==> config.mk <==
export PLATFORM = sky130hd
export DESIGN_NAME = cpcht_mac
export DESIGN_NICKNAME = d
export VERILOG_FILES = /design/src/cpcht_pkg.sv /design/src/cpcht_mac.sv
export SDC_FILE = /design/constraint.sdc
export NUM_CORES = 2
export LEC_CHECK = 0
export ABC_AREA = 1
export ABC_CLOCK_PERIOD_IN_PS = 15820
export BUFFER_PORTS_ARGS = -buffer_cell sky130_fd_sc_hd__buf_2
export CORE_UTILIZATION = 53
export DETAILED_ROUTE_END_ITERATION = 10
export GPL_ROUTABILITY_DRIVEN = 1
export GPL_TIMING_DRIVEN = 0
export PLACE_DENSITY = 0.7
export SETUP_SLACK_MARGIN = 0.2
export SYNTH_ARGS = -nofsm -noshare
export SYNTH_HDL_FRONTEND = slang
export SYNTH_SLANG_ARGS = --single-unit
==> constraint.sdc <==
create_clock -name clk -period 15.82 [get_ports clk]
set_input_delay 2.373 -clock clk [delete_from_list [all_inputs] [get_ports clk]]
set_output_delay 2.373 -clock clk [all_outputs]
set_load 0.01 [all_outputs]
==> src/cpcht_pkg.sv <==
// ----------------------------------------------------------------------------
// cpcht_pkg
// widths, register indexes and shared types of the capsule hit test
// ----------------------------------------------------------------------------
package cpcht_pkg;

  localparam int COORD_BITS = 20;
  localparam int HIT_LIMIT  = 3;
  localparam int HIT_SAT    = (HIT_LIMIT + 1 > 7) ? 7 : HIT_LIMIT + 1;
  localparam int CNT_W      = 3;
  localparam int LIMIT_W    = 4;
  localparam int LEN_SQ_MIN = 4295;
  localparam int RADIUS_W   = 16;
  localparam int CFG_W      = (COORD_BITS > RADIUS_W) ? COORD_BITS : RADIUS_W;
  localparam int IDX_W      = 3;

  // coordinate difference, sums of three products, limb split
  localparam int DIFF_W = COORD_BITS + 1;
  localparam int WIDE_W = 2 * DIFF_W + 2;
  localparam int LO_W   = WIDE_W / 2;
  localparam int MUL_W  = (DIFF_W + 2 > RADIUS_W + 1) ? DIFF_W + 2 : RADIUS_W + 1;
  localparam int PROD_W = 2 * MUL_W;
  localparam int ACC_W  = 2 * WIDE_W + 2;
  localparam int CHK_W  = WIDE_W + 5;

  localparam logic [IDX_W-1:0] REG_START_X = 3'd0;
  localparam logic [IDX_W-1:0] REG_START_Y = 3'd1;
  localparam logic [IDX_W-1:0] REG_START_Z = 3'd2;
  localparam logic [IDX_W-1:0] REG_END_X   = 3'd3;
  localparam logic [IDX_W-1:0] REG_END_Y   = 3'd4;
  localparam logic [IDX_W-1:0] REG_END_Z   = 3'd5;
  localparam logic [IDX_W-1:0] REG_RADIUS  = 3'd6;

  localparam logic [RADIUS_W-1:0] RADIUS_RESET = 16'd5243;

  // product alignment inside the accumulator
  localparam logic [1:0] SH_NONE = 2'd0;
  localparam logic [1:0] SH_LO   = 2'd1;
  localparam logic [1:0] SH_HI   = 2'd2;

  typedef struct packed {
    logic       en;
    logic       first;
    logic       sub;
    logic [1:0] shift;
  } mac_ctl_t;

  function automatic mac_ctl_t mac_op(input logic first, input logic sub,
                                      input logic [1:0] shift);
    mac_ctl_t c;
    c.en    = 1'b1;
    c.first = first;
    c.sub   = sub;
    c.shift = shift;
    return c;
  endfunction

  // low limb, zero extended to a positive multiplier operand
  function automatic logic signed [MUL_W-1:0] lo_limb(input logic signed [WIDE_W-1:0] v);
    return MUL_W'({1'b0, v[LO_W-1:0]});
  endfunction

  // high limb, sign extended
  function automatic logic signed [MUL_W-1:0] hi_limb(input logic signed [WIDE_W-1:0] v);
    return MUL_W'($signed(v[WIDE_W-1:LO_W]));
  endfunction

endpackage

==> src/cpcht_mac.sv <==
// ----------------------------------------------------------------------------
// cpcht_mac
// shared signed multiplier with registered product and shifted accumulate
// ----------------------------------------------------------------------------
module cpcht_mac (
  input  logic                                  clk,
  input  logic                                  rst,
  input  cpcht_pkg::mac_ctl_t                   ctl,
  input  logic signed [cpcht_pkg::MUL_W-1:0]    op_a,
  input  logic signed [cpcht_pkg::MUL_W-1:0]    op_b,
  output logic signed [cpcht_pkg::ACC_W-1:0]    sum
);

  logic signed [cpcht_pkg::PROD_W-1:0] prod;
  cpcht_pkg::mac_ctl_t                 ctl_q;
  logic signed [cpcht_pkg::ACC_W-1:0]  acc;
  logic signed [cpcht_pkg::ACC_W-1:0]  prod_ext;
  logic signed [cpcht_pkg::ACC_W-1:0]  prod_sh;
  logic signed [cpcht_pkg::ACC_W-1:0]  base;

  always_ff @(posedge clk) begin
    if (rst) begin
      ctl_q <= '0;
    end else begin
      ctl_q <= ctl;
    end
  end

  always_ff @(posedge clk) begin
    prod <= op_a * op_b;
    if (ctl_q.en) begin
      acc <= sum;
    end
  end

  always_comb begin
    prod_ext = cpcht_pkg::ACC_W'(prod);
    unique case (ctl_q.shift)
      cpcht_pkg::SH_LO: prod_sh = prod_ext <<< cpcht_pkg::LO_W;
      cpcht_pkg::SH_HI: prod_sh = prod_ext <<< (2 * cpcht_pkg::LO_W);
      default:          prod_sh = prod_ext;
    endcase
    base = ctl_q.first ? '0 : acc;
    sum  = ctl_q.sub ? base - prod_sh : base + prod_sh;
  end

endmodule

Word level (Yosys, flattened, before mapping)
Index checks and enable logic that the tools add are counted.
{"block": "totals", "reg_bits": 141, "output_inout_bits": 90, "wordCells": 14}
{"block": "op_classes", "add_sub_neg": 2, "multipliers": 1, "n_eq_ne": 2, "mux": 3}
{"operator": "90-bit two-way mux", "count": 2}
{"operator": "89-bit one-hot mux with 2 select lines", "count": 1}
{"operator": "90-bit adder", "count": 1}
{"operator": "90-bit subtractor", "count": 1}
{"operator": "23-bit by 23-bit multiplier with 46-bit output", "count": 1}
{"operator": "2-bit by 1-bit == test with 1-bit output, second input constant", "count": 1}
{"operator": "2-bit == test, second input constant", "count": 1}

Longest topological paths before layout
{"block": "depth", "ltp_word": 4, "ltp_mapped": 34, "ltp_nobuf": 33}

Worst setup path before layout
Ideal clock, no wire load.
{"block": "synth_path", "kind": "input -> register", "from": "input port op_a[22] (netlist bit)", "to": "register prod[44] (netlist bit)", "t_arrival_ns": 8.175, "slack_ns": 7.573, "stages": 22, "n_path_buf": 1, "path_cell_list": "clkbuf_1 nand2_1 inv_1 fa_1 fa_1 inv_1 fa_1 inv_1 fa_1 fa_1 inv_1 fa_1 inv_1 fa_1 ha_1 inv_1 nor3_1 inv_1 nor3_1 nand3_1 nand3_1 xor2_1"}
{"block": "synth_between", "elab_chain_len": 1}
{"item": "start, declared", "line_no": "cpcht_mac.sv:9", "rtl": "input logic signed [cpcht_pkg::MUL_W-1:0] op_a,"}
{"item": "23-bit by 23-bit multiplier with 46-bit output", "line_no": "cpcht_mac.sv:30", "rtl": "prod <= op_a * op_b;"}
{"item": "end signal, assigned", "line_no": "cpcht_mac.sv:30"}
{"item": "end, declared", "line_no": "cpcht_mac.sv:14", "rtl": "logic signed [cpcht_pkg::PROD_W-1:0] prod;"}
No other way between the ends.
A chain may end at the register's enable or synchronous reset.

Worst setup path after layout
{"block": "layout_path", "from": "input port op_a[22] (netlist bit)", "to": "register prod[42] (netlist bit)"}
Same word-level chain as after synthesis.

==> impl_metrics.xml <==
<?xml version="1.0" encoding="UTF-8"?>
<metrics>
  <group name="sta">
    <metric name="worst_clock_skew" unit="ns">0.0160</metric>
    <metric name="max_slew.worst_pin.slew" unit="ns">1.42</metric>
    <metric name="worst_hold_slack" unit="ns">0.718</metric>
    <metric name="rsz0062_at_grt" unit="">false</metric>
    <metric name="timing_max_transition_violations_final" unit="">0</metric>
    <metric name="post-route-period-util" unit="%">59.8</metric>
    <metric name="relSlewSlack" unit="%">4.39</metric>
    <metric name="setup_total_negative_slack" unit="ns">0</metric>
    <metric name="finalSetupViolCount" unit="">0</metric>
    <metric name="max_freq" unit="MHz">106</metric>
    <metric name="final_hold_viol_count" unit="">0</metric>
    <metric name="post-route-worst-setup-slack" unit="ns">6.36</metric>
    <metric name="timing.final.crit_period" unit="ns">9.46</metric>
  </group>
  <group name="cts">
    <metric name="numClockSinks" unit="">141</metric>
    <metric name="clkTransAtPathRegs" unit="ns">0.08</metric>
    <metric name="cts_tree" unit="">done</metric>
    <metric name="clock_latency" unit="ns">0.48</metric>
    <metric name="cts-htree-levels" unit="">4</metric>
    <metric name="cts_setup_buffers" unit="">0</metric>
    <metric name="ctsRootBufferMaster" unit="">sky130_fd_sc_hd__clkbuf_16</metric>
    <metric name="cts-resized-gates" unit="">0</metric>
    <metric name="clk_path_buf_depth" unit="">2</metric>
    <metric name="cts_hold_buf" unit="">0</metric>
    <metric name="cts_bufs_inserted" unit="">17</metric>
  </group>
  <group name="global_routing">
    <metric name="congestion_overflow_gr" unit="">0</metric>
    <metric name="antenna_found_initial" unit="">3</metric>
    <metric name="grt_first_pass_wirelength" unit="mm">221</metric>
    <metric name="groute.usage.overall" unit="%">42.9</metric>
    <metric name="grt_max_degree" unit="">59</metric>
    <metric name="first_global_vias" unit="">36600</metric>
  </group>
  <group name="critical_path">
    <metric name="cp_slowest_cell" unit="">sky130_fd_sc_hd__fa_1</metric>
    <metric name="timing.critical_path.cells" unit="">buf_2, clkbuf_1, nand2_1, inv_1, fa_1, fa_1, inv_1, fa_1, inv_1, fa_1, fa_1, fa_1, fa_1, ha_1, nand2_1, nor2_1, nand3_1, nor2_1, nand4_1, nand3_1, xor2_1</metric>
    <metric name="timing.setup.critical_path_class" unit="">input port to register</metric>
    <metric name="worst_path_most_repeated_cell" unit="">sky130_fd_sc_hd__fa_1</metric>
    <metric name="worst_setup_path_end_kind" unit="">register</metric>
    <metric name="crit_required" unit="ns">16.22</metric>
    <metric name="timing.critical_path.fanout_max" unit="">10</metric>
    <metric name="setup.worst_path.start_class" unit="">input port</metric>
    <metric name="cpPeakStageDelay" unit="ns">0.84</metric>
    <metric name="worstPathArrival" unit="ns">9.86</metric>
  </group>
  <group name="synth">
    <metric name="netlist_top_cells_count" unit="">sky130_fd_sc_hd__nand2_1 (1428), sky130_fd_sc_hd__inv_1 (1380), sky130_fd_sc_hd__nor2_1 (576), sky130_fd_sc_hd__fa_1 (566), sky130_fd_sc_hd__a21oi_1 (222)</metric>
    <metric name="post_synth_inst_count" unit="">5447</metric>
    <metric name="synthArstFlopShare" unit="%">0</metric>
    <metric name="synth_sequential_area_ratio" unit="%">9.99</metric>
    <metric name="most_used_standard_cell_by_instance_count_after_synthesis" unit="">sky130_fd_sc_hd__nand2_1</metric>
    <metric name="netlist_top_cells_area" unit="">sky130_fd_sc_hd__fa_1 (30%), sky130_fd_sc_hd__nand2_1 (14%), sky130_fd_sc_hd__inv_1 (14%), sky130_fd_sc_hd__ha_1 (7.3%), sky130_fd_sc_hd__edfxtp_1 (7.3%)</metric>
    <metric name="synth.ff_latch_count" unit="">141</metric>
    <metric name="synth-edff-count" unit="">90</metric>
    <metric name="synthesis.area_per_instance" unit="um^2">6.84</metric>
    <metric name="synth-main-ff-cell" unit="">sky130_fd_sc_hd__edfxtp_1</metric>
    <metric name="warnings_from_yosys" unit="">0</metric>
    <metric name="synth.net_count" unit="">6283</metric>
    <metric name="synthesis.area" unit="um^2">37300</metric>
    <metric name="synth_top_area_share" unit="%">30.4</metric>
    <metric name="yosysTopAreaCell" unit="">sky130_fd_sc_hd__fa_1</metric>
    <metric name="count_of_distinct_cell_types_in_the_synthesized_netlist" unit="">48</metric>
  </group>
  <group name="floorplan">
    <metric name="floorplan_die_area" unit="um^2">71400</metric>
    <metric name="floorplan.die.height" unit="um">267</metric>
    <metric name="num_rows" unit="">96</metric>
    <metric name="die_x" unit="um">267</metric>
    <metric name="ios" unit="">143</metric>
    <metric name="coreArea" unit="um^2">69100</metric>
    <metric name="floorplan.initialDensity" unit="%">54.0</metric>
  </group>
  <group name="drt">
    <metric name="routedWlPerCell" unit="um">23.0</metric>
    <metric name="detailed_route_wire_length" unit="mm">151</metric>
    <metric name="count_of_antenna_violating_nets_left_after_detailed_routing" unit="">0</metric>
    <metric name="drt_iter0_drc" unit="">3109</metric>
    <metric name="via_count" unit="">35900</metric>
    <metric name="avgViaCountPerCell" unit="">5.48</metric>
    <metric name="drc" unit="">0</metric>
    <metric name="detailedRoute.firstPassIterationCount" unit="">6</metric>
  </group>
  <group name="status">
    <metric name="run_status" unit="">complete, no violations</metric>
  </group>
  <group name="worst_hold_path">
    <metric name="hold_class" unit="">register to register</metric>
  </group>
  <group name="placed_design">
    <metric name="io_buffer_count" unit="">142</metric>
    <metric name="detailed_place_hpwl" unit="mm">131</metric>
    <metric name="globalplace.congestion" unit="">1.07</metric>
    <metric name="dp_worst_setup_slack" unit="ns">6.01</metric>
    <metric name="dpl-instance-area" unit="um^2">39200</metric>
  </group>
  <group name="layout">
    <metric name="design_area" unit="um^2">39700</metric>
    <metric name="finish.net_count" unit="">6445</metric>
    <metric name="fillerInstances" unit="">6867</metric>
    <metric name="syn2layout_area_growth" unit="%">6.61</metric>
    <metric name="layout-drive-gt1-share" unit="%">4.57</metric>
  </group>
  <group name="job">
    <metric name="drv.max_cap_violation_count" unit="">0</metric>
  </group>
</metrics>
## worst max-delay path: cells and delay by family
kind          cells  cell delay (ns)
xor+xnor          1             0.15
fa+ha+maj         8             4.34
simple gates      7             1.62
buf+inv           5             1.36
## registers in the layout, summed over array words and instances (netlist names)
register / count
ctl_q: 5
acc: 90
prod: 46
## metrics by stage
step           instances  util [%]
5_1_grt             6554      57.5
3_5_place_dp        6521      56.7
6_report            6554      57.5
2_1_floorplan       5447         -
3_3_place_gp        6520      56.7
4_1_cts             6553      57.5
## final timing paths
check | startpoint | to | slack, ns | cells past startpoint
worst min register to register | ctl_q[4] | acc[6] | 0.72 | 0
worst min-delay path | ctl_q[4] | acc[6] | 0.72 | 0
worst max-delay path | op_a[22] | prod[42] | 6.36 | 21
worst max register to register | ctl_q[0] | acc[53] | 9.40 | 22
## per-layer routing
| metal | track usage (%) | up-vias | wire, um |
|---|---|---|---|
| met5 | 0 | - | 25 |
| met4 | 38.6 | 4 | 16100 |
| met3 | 6.80 | 580 | 11100 |
| met2 | 74.0 | 1806 | 71700 |
| met1 | 45.3 | 17000 | 51900 |
| li1 | - | 16500 | - |
## kinds of logic (layout without fill, tap and decap cells)
kind of cell	after synthesis	count (layout)	share of synthesized area, %
AO/OA/AOI/OAI	496	496	7.47
XOR/XNOR	170	170	4.00
adder cells (fa/ha/maj)	783	783	37.7
buffers and inverters	1523	1698	15.6
flip-flops	141	141	9.99
other	0	1	0
AND/OR/NAND/NOR	2334	2334	25.2
## final cells by class
class | count | area, um^2 | area share [%]
Antenna cell | 1 | 2.50 | 0.00630
Buffer | 138 | 616 | 1.55
Clock buffer | 17 | 425 | 1.07
Clock inverter | 15 | 129 | 0.324
Inverter | 1385 | 5200 | 13.1
Multi-Input combinational cell | 3783 | 27700 | 69.8
Sequential cell | 141 | 3730 | 9.38
Tap cell | 931 | 1160 | 2.93
Timing Repair Buffer | 143 | 738 | 1.86
## layout by cell type, fill, tap and decap left out, types with 30 or more instances in the layout
cell	count
sky130_fd_sc_hd__nor2_1	576
sky130_fd_sc_hd__xor2_1	106
sky130_fd_sc_hd__nand4_1	54
sky130_fd_sc_hd__fa_1	566
sky130_fd_sc_hd__nand3_1	181
sky130_fd_sc_hd__inv_1	1380
sky130_fd_sc_hd__dfxtp_1	50
sky130_fd_sc_hd__buf_2	151
sky130_fd_sc_hd__o21ai_0	165
sky130_fd_sc_hd__o21bai_1	30
sky130_fd_sc_hd__edfxtp_1	90
sky130_fd_sc_hd__nor3_1	33
sky130_fd_sc_hd__clkbuf_1	112
sky130_fd_sc_hd__nand2_1	1428
sky130_fd_sc_hd__ha_1	217
sky130_fd_sc_hd__xnor2_1	64
sky130_fd_sc_hd__a21oi_1	222
Power is left out: the tool's default activity adds up to more than one toggle a clock period on the data nets, which glitch-free logic cannot reach.
